===== src/design/i2cms_pkg.sv =====
// Package for the I2C master bit sequencer: command codes, phase counts and reset values.
// No dependencies; used by design/i2c_master_bit_sequencer.sv.
`default_nettype none

package i2cms_pkg;

    // Command codes carried on the op field
    typedef enum logic [2:0] {
        OP_NONE    = 3'd0,
        OP_START   = 3'd1,
        OP_RESTART = 3'd2,
        OP_STOP    = 3'd3,
        OP_WRITE   = 3'd4,
        OP_READ    = 3'd5,
        OP_ACK     = 3'd6,
        OP_NACK    = 3'd7
    } t_op;

    localparam int unsigned DIVIDER_WIDTH_DEF = 16;
    localparam int unsigned QT_WIDTH          = 16;
    localparam logic [QT_WIDTH-1:0] QUARTER_TICKS_RST = 16'd250;

    // Quarter-bit phases per command
    localparam logic [5:0] PHASES_SHORT = 6'd4;
    localparam logic [5:0] PHASES_WRITE = 6'd36;
    localparam logic [5:0] PHASES_READ  = 6'd32;

    // Number of data bits in a byte; bit slots at or above this are the ack slot
    localparam logic [3:0] BYTE_BITS = 4'd8;

    function automatic logic [5:0] phase_total(input t_op cmd);
        logic [5:0] tot;
        begin
            case (cmd)
                OP_WRITE: tot = PHASES_WRITE;
                OP_READ:  tot = PHASES_READ;
                default:  tot = PHASES_SHORT;
            endcase
            return tot;
        end
    endfunction

endpackage

`default_nettype wire


===== src/design/i2c_master_bit_sequencer.sv =====
// I2C master bit sequencer: one word in per clock tick, one result word out per word in.
// The result word of an accepted word is in the output register in the next cycle.
// Throughput: one word per cycle; input ready while the output register is empty or being taken.
// Phase timing is a counter against the quarter_ticks divider register, one step per word.
// Reset (synchronous, active low): idle, both lines released, ack bit 1, divider 250.
// Depends on design/i2cms_pkg.sv.
`default_nettype none

module i2c_master_bit_sequencer #(
    parameter int unsigned DIVIDER_WIDTH = i2cms_pkg::DIVIDER_WIDTH_DEF
) (
    input  wire logic                          i_clk,
    input  wire logic                          i_rst_n,
    // divider register write
    input  wire logic                          i_cfg_we,
    input  wire logic [i2cms_pkg::QT_WIDTH-1:0] i_cfg_data,
    // input words
    input  wire logic                          i_in_valid,
    output logic                               o_in_ready,
    input  wire logic [2:0]                    i_op,
    input  wire logic [7:0]                    i_data_byte,
    input  wire logic                          i_sda_in,
    // result words
    output logic                               o_out_valid,
    input  wire logic                          i_out_ready,
    output logic                               o_scl_out,
    output logic                               o_sda_out,
    output logic                               o_busy_res,
    output logic                               o_done_res,
    output logic                               o_ack_bit,
    output logic [7:0]                         o_rx_byte,
    output logic                               o_cmd_rejected
);
    import i2cms_pkg::*;

    // width wide enough for the divider, the saturation limit and the incremented count
    localparam int unsigned LW = ((DIVIDER_WIDTH > QT_WIDTH) ? DIVIDER_WIDTH : QT_WIDTH) + 1;

    // sequencer state
    logic [QT_WIDTH-1:0]      r_qt;
    t_op                      r_cmd,   n_cmd;
    logic [5:0]               r_phase, n_phase;
    logic [DIVIDER_WIDTH-1:0] r_tick,  n_tick;
    logic [7:0]               r_shift, n_shift;
    logic                     r_scl,   n_scl;
    logic                     r_sda,   n_sda;
    logic                     r_ack,   n_ack;
    logic [7:0]               r_rx,    n_rx;

    // output register
    logic r_out_valid;
    logic r_done, n_done;
    logic r_rej,  n_rej;
    logic r_busy_o, r_scl_o, r_sda_o, r_ack_o;
    logic [7:0] r_rx_o;

    logic accept;
    logic [LW-1:0] qt_ext, lim, len, inc_ext;
    logic [DIVIDER_WIDTH:0] tick_inc;
    t_op ent_cmd;
    logic [5:0] ent_phase;
    logic ent_en;
    logic [5:0] phase_nx;
    logic [1:0] q;
    logic [3:0] bslot;

    assign o_in_ready = !r_out_valid || i_out_ready;
    assign accept     = i_in_valid && o_in_ready;

    // effective phase length: zero acts as one, saturate at 2^DIVIDER_WIDTH
    always_comb begin
        qt_ext = LW'(r_qt);
        lim    = LW'(1) << DIVIDER_WIDTH;
        if (qt_ext == '0) begin
            len = LW'(1);
        end else if (qt_ext > lim) begin
            len = lim;
        end else begin
            len = qt_ext;
        end
    end

    // next state for one tick
    always_comb begin
        n_cmd     = r_cmd;
        n_phase   = r_phase;
        n_tick    = r_tick;
        n_shift   = r_shift;
        n_scl     = r_scl;
        n_sda     = r_sda;
        n_ack     = r_ack;
        n_rx      = r_rx;
        n_done    = 1'b0;
        n_rej     = 1'b0;
        ent_en    = 1'b0;
        ent_cmd   = r_cmd;
        ent_phase = '0;
        tick_inc  = {1'b0, r_tick} + 1'b1;
        inc_ext   = LW'(tick_inc);
        phase_nx  = r_phase + 6'd1;

        if (r_cmd != OP_NONE) begin
            n_rej = (t_op'(i_op) != OP_NONE);
            if (inc_ext >= len) begin
                n_tick = '0;
                if (phase_nx >= phase_total(r_cmd)) begin
                    // command finishes on this tick
                    if (r_cmd == OP_WRITE) n_ack = i_sda_in;
                    if (r_cmd == OP_READ)  n_rx  = r_shift;
                    n_cmd   = OP_NONE;
                    n_phase = '0;
                    n_done  = 1'b1;
                end else begin
                    n_phase   = phase_nx;
                    ent_en    = 1'b1;
                    ent_phase = phase_nx;
                end
            end else begin
                n_tick = tick_inc[DIVIDER_WIDTH-1:0];
            end
        end else if (t_op'(i_op) != OP_NONE) begin
            // idle: take the new command, phase 0 actions on this tick
            n_cmd   = t_op'(i_op);
            n_phase = '0;
            n_tick  = '0;
            ent_cmd = t_op'(i_op);
            ent_en  = 1'b1;
            if (t_op'(i_op) == OP_WRITE) begin
                n_shift = i_data_byte;
            end else if (t_op'(i_op) == OP_READ) begin
                n_shift = '0;
            end
        end

        // line actions on entry to a phase
        q     = ent_phase[1:0];
        bslot = ent_phase[5:2];
        if (ent_en) begin
            case (ent_cmd)
                OP_START: begin
                    if (q == 2'd0) begin
                        n_scl = 1'b1;
                        n_sda = 1'b1;
                    end else if (q == 2'd2) begin
                        n_sda = 1'b0;
                    end
                end
                OP_RESTART, OP_STOP: begin
                    if (q == 2'd0)      n_scl = 1'b0;
                    else if (q == 2'd1) n_sda = (ent_cmd == OP_RESTART);
                    else if (q == 2'd2) n_scl = 1'b1;
                    else                n_sda = (ent_cmd == OP_STOP);
                end
                OP_ACK, OP_NACK: begin
                    if (q == 2'd0)      n_scl = 1'b0;
                    else if (q == 2'd1) n_sda = (ent_cmd == OP_NACK);
                    else if (q == 2'd2) n_scl = 1'b1;
                end
                OP_WRITE: begin
                    if (bslot < BYTE_BITS) begin
                        if (q == 2'd0)      n_scl = 1'b0;
                        else if (q == 2'd1) n_sda = n_shift[3'd7 - bslot[2:0]];
                        else if (q == 2'd2) n_scl = 1'b1;
                    end else begin
                        // ack slot: release SDA for the slave
                        if (q == 2'd0) begin
                            n_scl = 1'b0;
                            n_sda = 1'b1;
                        end else if (q == 2'd2) begin
                            n_scl = 1'b1;
                        end
                    end
                end
                OP_READ: begin
                    if (bslot < BYTE_BITS) begin
                        if (q == 2'd0) begin
                            n_scl = 1'b0;
                            n_sda = 1'b1;
                        end else if (q == 2'd2) begin
                            n_scl = 1'b1;
                        end else if (q == 2'd3) begin
                            n_shift[3'd7 - bslot[2:0]] = n_shift[3'd7 - bslot[2:0]] | i_sda_in;
                        end
                    end
                end
                default: ;
            endcase
        end
    end

    // divider register
    always_ff @(posedge i_clk) begin
        if (!i_rst_n) begin
            r_qt <= QUARTER_TICKS_RST;
        end else if (i_cfg_we) begin
            r_qt <= i_cfg_data;
        end
    end

    // sequencer state, advanced once per accepted word
    always_ff @(posedge i_clk) begin
        if (!i_rst_n) begin
            r_cmd   <= OP_NONE;
            r_phase <= '0;
            r_tick  <= '0;
            r_shift <= '0;
            r_scl   <= 1'b1;
            r_sda   <= 1'b1;
            r_ack   <= 1'b1;
            r_rx    <= '0;
        end else if (accept) begin
            r_cmd   <= n_cmd;
            r_phase <= n_phase;
            r_tick  <= n_tick;
            r_shift <= n_shift;
            r_scl   <= n_scl;
            r_sda   <= n_sda;
            r_ack   <= n_ack;
            r_rx    <= n_rx;
        end
    end

    // output register valid
    always_ff @(posedge i_clk) begin
        if (!i_rst_n) begin
            r_out_valid <= 1'b0;
        end else if (accept) begin
            r_out_valid <= 1'b1;
        end else if (i_out_ready) begin
            r_out_valid <= 1'b0;
        end
    end

    // output register payload
    always_ff @(posedge i_clk) begin
        if (accept) begin
            r_scl_o  <= n_scl;
            r_sda_o  <= n_sda;
            r_busy_o <= (n_cmd != OP_NONE);
            r_done   <= n_done;
            r_ack_o  <= n_ack;
            r_rx_o   <= n_rx;
            r_rej    <= n_rej;
        end
    end

    assign o_out_valid    = r_out_valid;
    assign o_scl_out      = r_scl_o;
    assign o_sda_out      = r_sda_o;
    assign o_busy_res     = r_busy_o;
    assign o_done_res     = r_done;
    assign o_ack_bit      = r_ack_o;
    assign o_rx_byte      = r_rx_o;
    assign o_cmd_rejected = r_rej;

    // checks
    a_phase_in_range: assert property (@(posedge i_clk) disable iff (!i_rst_n)
        (r_cmd != OP_NONE) |-> (r_phase < phase_total(r_cmd)))
        else $error("phase index beyond command length");

    a_idle_phase_zero: assert property (@(posedge i_clk) disable iff (!i_rst_n)
        (r_cmd == OP_NONE) |-> (r_phase == '0))
        else $error("idle with nonzero phase index");

    a_tick_below_len: assert property (@(posedge i_clk) disable iff (!i_rst_n)
        (r_cmd != OP_NONE) |-> (LW'(r_tick) < len))
        else $error("tick count reached phase length");

    a_done_not_busy: assert property (@(posedge i_clk) disable iff (!i_rst_n)
        (o_out_valid && o_done_res) |-> !o_busy_res)
        else $error("done word reports busy");

    a_start_goes_busy: assert property (@(posedge i_clk) disable iff (!i_rst_n)
        (accept && r_cmd == OP_NONE && t_op'(i_op) != OP_NONE) |=> (r_cmd != OP_NONE))
        else $error("command from idle not taken");

endmodule

`default_nettype wire

===== config.mk =====
export PLATFORM = sky130hd
export DESIGN_NAME = i2c_master_bit_sequencer
export DESIGN_NICKNAME = d
export VERILOG_FILES = /design/src/design/i2cms_pkg.sv /design/src/design/i2c_master_bit_sequencer.sv
export SDC_FILE = /design/constraint.sdc
export NUM_CORES = 1
export LEC_CHECK = 0
export BUFFER_PORTS_ARGS = -buffer_cell sky130_fd_sc_hd__buf_2
export CORE_UTILIZATION = 50
export CTS_BUF_LIST = sky130_fd_sc_hd__clkbuf_4
export CTS_CLUSTER_DIAMETER = 30
export DETAILED_ROUTE_END_ITERATION = 12
export PLACE_DENSITY = 0.72
export SLEW_MARGIN = 20
export SYNTH_ARGS = -nofsm -noshare
export SYNTH_HDL_FRONTEND = slang
export SYNTH_SLANG_ARGS = --single-unit

===== constraint.sdc =====
create_clock -name i_clk -period 3.6 [get_ports i_clk]
set_clock_uncertainty 0.15 [all_clocks]
set_input_delay 1.08 -clock i_clk [delete_from_list [all_inputs] [get_ports i_clk]]
set_output_delay 1.08 -clock i_clk [all_outputs]
set_load 0.01 [all_outputs]

After elaboration in Yosys (flattened, before gate mapping). Index checks and enable logic that the tools add are counted.

Bitwise gates (word level): 1. Reductions and logical operators: 17. Magnitude comparators: 6. Add/sub/neg operators: 3. Muxes and demuxes: 72. Equal/unequal tests: 15.

Operators with widths (number): $mux 8 (14); $mux 16 (3); $mux 6 (8); $mux 1 (34); $mux 17 (2); $eq 3x3->1 const B (8); $add 16x1->17 const B (1); $ge 17x17->1 (1); $gt 16x17->1 const B (1); $logic_not 16->1 (1); $mux 3 (5); $pmux 6 s2 (1); $reduce_bool 3->1 (3); $bwmux 8 (1); $add 6x1->6 const B (1); $eq 3x2->1 const B (2); $ge 6x6->1 (1); $pmux 1 s5 (1); $eq 2x2->1 const B (2); $lt 3x4->1 const B (1); $lt 4x4->1 const B (1); $pmux 1 s4 (1); $reduce_and 2->1 (2); $reduce_bool 2->1 (2); other kinds (15) (17).

Input port bits: 33. Output and inout bits: 16. Register bits after elaboration: 75. Word-level logic and storage cells: 131.

Depth between registers and ports, before layout.
Word-level depth: 22. Mapped depth: 18. Depth with buffers taken out: 15.

Worst setup path before layout. OpenSTA, ideal clock, no wires.

Path type: flip-flop to flip-flop. Start point: reg r_tick[0]. End point: reg r_sda_o, in the netlist o_sda_out, data pin. Path buffers: 1. Stages on the path, launching flop included: 16. Setup slack: -0.144 ns. Setup time: 0.268 ns. Period minus slack after synthesis: 3.744 ns. Arrival time: 3.326 ns. Data required time: 3.182 ns. Path through: dfxtp_1 ha_1 and4_1 nand4_1 nor2_1 xnor2_1 ha_1 a21o_1 a21oi_1 o21ai_0 a31oi_1 clkbuf_1 a211oi_2 and4_1 o31ai_1 a2bb2oi_1.

Cells in the longest elaborated chain, start to end: 12. Elaborated cells between the ends (all ways): 27. Classes of those cells: add/sub: 2; order compare: 2; eq/ne: 2; mux: 20; reduce/logical: 1.

RTL lines: from (decl) (line i2c_master_bit_sequencer.sv:43) `logic [DIVIDER_WIDTH-1:0] r_tick, n_tick;`; from (signal assigned) (line i2c_master_bit_sequencer.sv:214) `r_tick <= n_tick;`; $add 16x1->17 * (line i2c_master_bit_sequencer.sv:98) `tick_inc = {1'b0, r_tick} + 1'b1;`; $ge 17x17->1 * (line i2c_master_bit_sequencer.sv:104) `if (inc_ext >= len) begin`; $mux 6 (line i2c_master_bit_sequencer.sv:104); $mux 6 (line i2c_master_bit_sequencer.sv:102) `if (r_cmd != OP_NONE) begin`; $sub 3x3->3 (line i2c_master_bit_sequencer.sv:162) `else if (q == 2'd1) n_sda = n_shift[3'd7 - bslot[2:0]];`; $bmux 1 s3 (line i2c_master_bit_sequencer.sv:162); $mux 1 (implied by the code) (line i2c_master_bit_sequencer.sv:162); $mux 1 (line i2c_master_bit_sequencer.sv:162); $mux 1 (line i2c_master_bit_sequencer.sv:161) `if (q == 2'd0) n_scl = 1'b0;`; $mux 1 (line i2c_master_bit_sequencer.sv:160) `if (bslot < BYTE_BITS) begin`; $pmux 1 s5 (line i2c_master_bit_sequencer.sv:139) `case (ent_cmd)`; $mux 1 * (line i2c_master_bit_sequencer.sv:138) `if (ent_en) begin`; named net n_sda (line i2c_master_bit_sequencer.sv:46) `logic r_sda, n_sda;`; to (signal assigned) (line i2c_master_bit_sequencer.sv:238) `r_sda_o <= n_sda;`; to (decl) (line i2c_master_bit_sequencer.sv:54) `logic r_busy_o, r_scl_o, r_sda_o, r_ack_o;`.

Mark *: on every way through the listed nets, which the timed path passes. The rest lies on a longest branch. The select of a mux whose other input is x is not followed. A chain may end at the register's enable or synchronous reset.

Final worst setup path.
Start point: reg r_tick[0]. End point: reg r_shift[1].

Cells in the longest elaborated chain, start to end: 16. Elaborated cells between the ends (all ways): 26. Classes of those cells: add/sub: 2; order compare: 4; eq/ne: 2; mux: 15; bitwise: 1; reduce/logical: 2.

RTL lines: $add 16x1->17 * (line i2c_master_bit_sequencer.sv:98); $ge 17x17->1 * (line i2c_master_bit_sequencer.sv:104); $mux 6 (line i2c_master_bit_sequencer.sv:104); $mux 6 (line i2c_master_bit_sequencer.sv:102); $sub 3x3->3 (line i2c_master_bit_sequencer.sv:182) `n_shift[3'd7 - bslot[2:0]] = n_shift[3'd7 - bslot[2:0]] | i_sda_in;`; $lt 3x4->1 (implied by the code) or $ge 3x1->1 (tied branches) (line i2c_master_bit_sequencer.sv:182); $logic_and 1x1->1 (implied by the code) (line i2c_master_bit_sequencer.sv:182); $mux 1 (implied by the code) (line i2c_master_bit_sequencer.sv:182); $demux 1 s3 (line i2c_master_bit_sequencer.sv:182); $bwmux 8 (line i2c_master_bit_sequencer.sv:182); $mux 8 (line i2c_master_bit_sequencer.sv:181) `end else if (q == 2'd3) begin`; $mux 8 (line i2c_master_bit_sequencer.sv:179) `end else if (q == 2'd2) begin`; $mux 8 (line i2c_master_bit_sequencer.sv:176) `if (q == 2'd0) begin`; $mux 8 (line i2c_master_bit_sequencer.sv:175) `if (bslot < BYTE_BITS) begin`; $mux 8 (line i2c_master_bit_sequencer.sv:139); $mux 8 * (line i2c_master_bit_sequencer.sv:138); to (signal assigned) (line i2c_master_bit_sequencer.sv:215) `r_shift <= n_shift;`; to (decl) (line i2c_master_bit_sequencer.sv:44) `logic [7:0] r_shift, n_shift;`.

Every way passes the cells marked *; elsewhere a longest branch is shown, timed or not. The select of a mux whose other input is x is not followed.

==> metrics.cfg <==
[die]
core_mm2 = 0.00872
row_count = 34
boundaryPins = 49
die_w_um = 97.0
start_util_pct = 51.7
fp.dieH_um = 97.0
die_area_mm2 = 0.00941

[drt]
drt-initial-drc-count = 178
via_count = 3994
wire_per_inst_um = 14.9
dr.pass1.iters = 4
drc = 0
antenna_left = 0
wl_um = 10500
via_per_inst = 5.68

[timing]
relSlewSlack_pct = 46.3
timing.final.crit_share_pct = 98.2
finalHoldViolations = 0
slew_violations = 0
finalWorstSetupSlack_ns = 0.0650
worst_pin_slew_ns = 0.804
fmax_mhz = 283
grt_setup_unrepaired = yes
whs_ns = 0.332
setup_viol = 0
setup_tns_ns = 0
period_minus_slack_ns = 3.53

[power]
switching_share_pct = 29.4
ir_worst_vdd_uv = 211
combPwrFrac_pct = 18.4
total_power_mw = 1.88
p_clk_share_pct = 32.7
power_density_mw_per_mm2 = 343
switching_power_mw = 0.552
p_leak_nw = 2.31
internal_power_mw = 1.32
seqPwrFrac_pct = 48.9

[synth]
yosys.area.top_type = dfxtp_1
yosys-top-cells-area = dfxtp_1 (27%), edfxtp_1 (9.3%), mux2i_1 (6.4%), ha_1 (5.8%), nor2_1 (5.0%)
synthDistinctLibCells = 62
syn_area_mm2 = 0.00451
synth-edff-count = 14
synth_top_cell_area_share_pct = 27.1
synth_fp_nets = 570
ys_warn_count = 0
yosysMostFrequentCell = dfxtp_1
synth_seq_cells = 75
avgSynthCellArea_um2 = 8.74
netlist_top_cells_count = dfxtp_1 (61), nor2_1 (60), nand2_1 (45), a21oi_1 (42), mux2i_1 (29)
synth-seq-area-share_pct = 36.4
synth_flop_cell = dfxtp_1
async_flop_share_pct = 0
syn_inst = 516

[run_status]
outcome = complete, no violations

[worst_setup_path]
crit_arrival_ns = 3.77
reg2regPathDepth = 16
end_kind = flip-flop
crit_type = flip-flop to flip-flop
startpoint_type = flip-flop
cp_max_fo = 7
crit_slowest_cell = a2111o_1
required_ns = 3.83
slowest_delay_ns = 0.52
path_cells = ha_4, and4_4, nand4_1, nor2_1, xnor2_1, ha_1, nand2_2, o21a_1, o21ai_2, a31oi_4, buf_12, buf_8, a2111o_1, nor2_2, o221ai_2, a21oi_1
r2r-end = r_shift[1]$_SDFFE_PN0P_
r2r_slack_ns = 0.07
critPathBufInv = 2
critPathTopFamily = compound AO/OA/AOI/OAI gates
r2r_start = r_tick[0]$_SDFFE_PN0P_

[global_route]
grt_antenna_before_repair = 0
overflow = 0
grtUsageTotal_pct = 22.6
grt_max_degree = 47
grt_pass1_wl_um = 17500
grt_pass1_vias = 3941

[finish]
final_area_mm2 = 0.00548
final_nets = 644
drive_gt1_share_pct = 27.7
diodes = 0
final_core_util_pct = 62.8
final_cell_count_no_fill = 703
areaGrowthSynthToFinish_pct = 21.4

[min_path]
holdPathEnd = r_scl$_SDFFE_PN1P_
min_path_type = flip-flop to flip-flop
hp-start = r_scl$_SDFFE_PN1P_
hold-path-cell-count = 1

[placed_design]
pre_cts_ws_ns = -0.160
placed_area_mm2 = 0.00504
hpwlAfterDp_um = 7320
place_inst = 676
portBuffers = 48
gp_congestion = 0.938

[run]
max-cap-violations = 0

[clocking]
cts-htree-levels = 3
clockRootBuffer = clkbuf_4
cts_num_sinks = 75
clk_latency_ns = 0.45
cts_buffers = 9
cts_buffer_depth = 2
clkTransAtPathRegs_ns = 0.13
cts_tree = done

## area by class of cell
| class | instances | area (µm²) |
|---|---|---|
| fillers | 741 | 3250 |
| multi-input cells | 385 | 2800 |
| flip-flops and latches | 75 | 1640 |
| repair buffers | 93 | 631 |
| well taps | 108 | 135 |
| inverters | 26 | 97.6 |
| clock inverters | 6 | 88.8 |
| clock buffers | 10 | 75.1 |
## cell families after synthesis
family | synth area share (%)
XOR/XNOR | 4.27
adder cells (fa/ha/maj) | 5.82
AO/OA/AOI/OAI | 19.2
buffers and inverters | 5.38
multiplexers | 9.68
flip-flops | 36.4
AND/OR/NAND/NOR | 19.2
## worst max-delay path by stage
| stage | startpoint | to | cells after the start |
|---|---|---|---|
| final | r_tick[0]$_SDFFE_PN0P_ | r_shift[1]$_SDFFE_PN0P_ | 16 |
| after global routing | r_tick[11]$_SDFFE_PN0P_ | r_sda$_SDFFE_PN1P_ | 14 |
| after CTS | r_tick[0]$_SDFFE_PN0P_ | o_rx_byte[0]$_DFFE_PP_ | 13 |
| after detailed placement | r_tick[1]$_SDFFE_PN0P_ | r_shift[1]$_SDFFE_PN0P_ | 15 |
| after global placement | r_tick[0]$_SDFFE_PN0P_ | r_shift[6]$_SDFFE_PN0P_ | 15 |
| after floorplan | r_tick[2]$_SDFFE_PN0P_ | o_sda_out$_DFFE_PP_ | 16 |
## placed cells by master (no fill, tap or decap), types with 9 or more instances in the layout
| master | instances |
|---|---|
| nor2b_1 | 10 |
| mux2_2 | 9 |
| a22oi_1 | 10 |
| dfxtp_1 | 59 |
| nor3_1 | 10 |
| nand3_1 | 11 |
| clkbuf_4 | 10 |
| mux2i_1 | 29 |
| o21ai_0 | 12 |
| nand2_1 | 43 |
| a21oi_1 | 41 |
| buf_2 | 48 |
| ha_1 | 20 |
| buf_4 | 39 |
| xnor2_1 | 12 |
| inv_1 | 24 |
| edfxtp_1 | 14 |
| nor2_2 | 9 |
| nor2_1 | 51 |
| xor2_1 | 9 |
## state kept, by name (all words and copies together), names as in the netlist, 3 cells and up
signal / cells
r_qt: 16
r_shift: 8
r_phase: 6
o_rx_byte: 8
r_cmd: 3
r_tick: 16
r_rx: 8
## metal layers
metal	part of all wire (%)	GRT usage, %
met4	2.2	10.4
met3	3.3	3.18
met1	45	27.8
met2	50	39.0
met5	0	0
## power by group through the flow
| stage | Combinational (mW) | Clock, mW | Sequential, mW |
|---|---|---|---|
| floorplan | 0.221 | 0 | 0.935 |
| global placement | 0.315 | 0 | 0.933 |
| detailed placement | 0.322 | 0 | 0.935 |
| CTS | 0.332 | 0.625 | 0.916 |
| global route | 0.382 | 0.659 | 0.922 |
| finish | 0.345 | 0.613 | 0.918 |
## what timing repair did
action / CTS / global route
pin swaps: 4 / 25
hold buffers: 0 / 0
setup endpoints to repair: 26 / 50
setup buffers: 2 / 9
resized for setup: 9 / 31
Note: power is estimated with default switching activity, not from simulation.
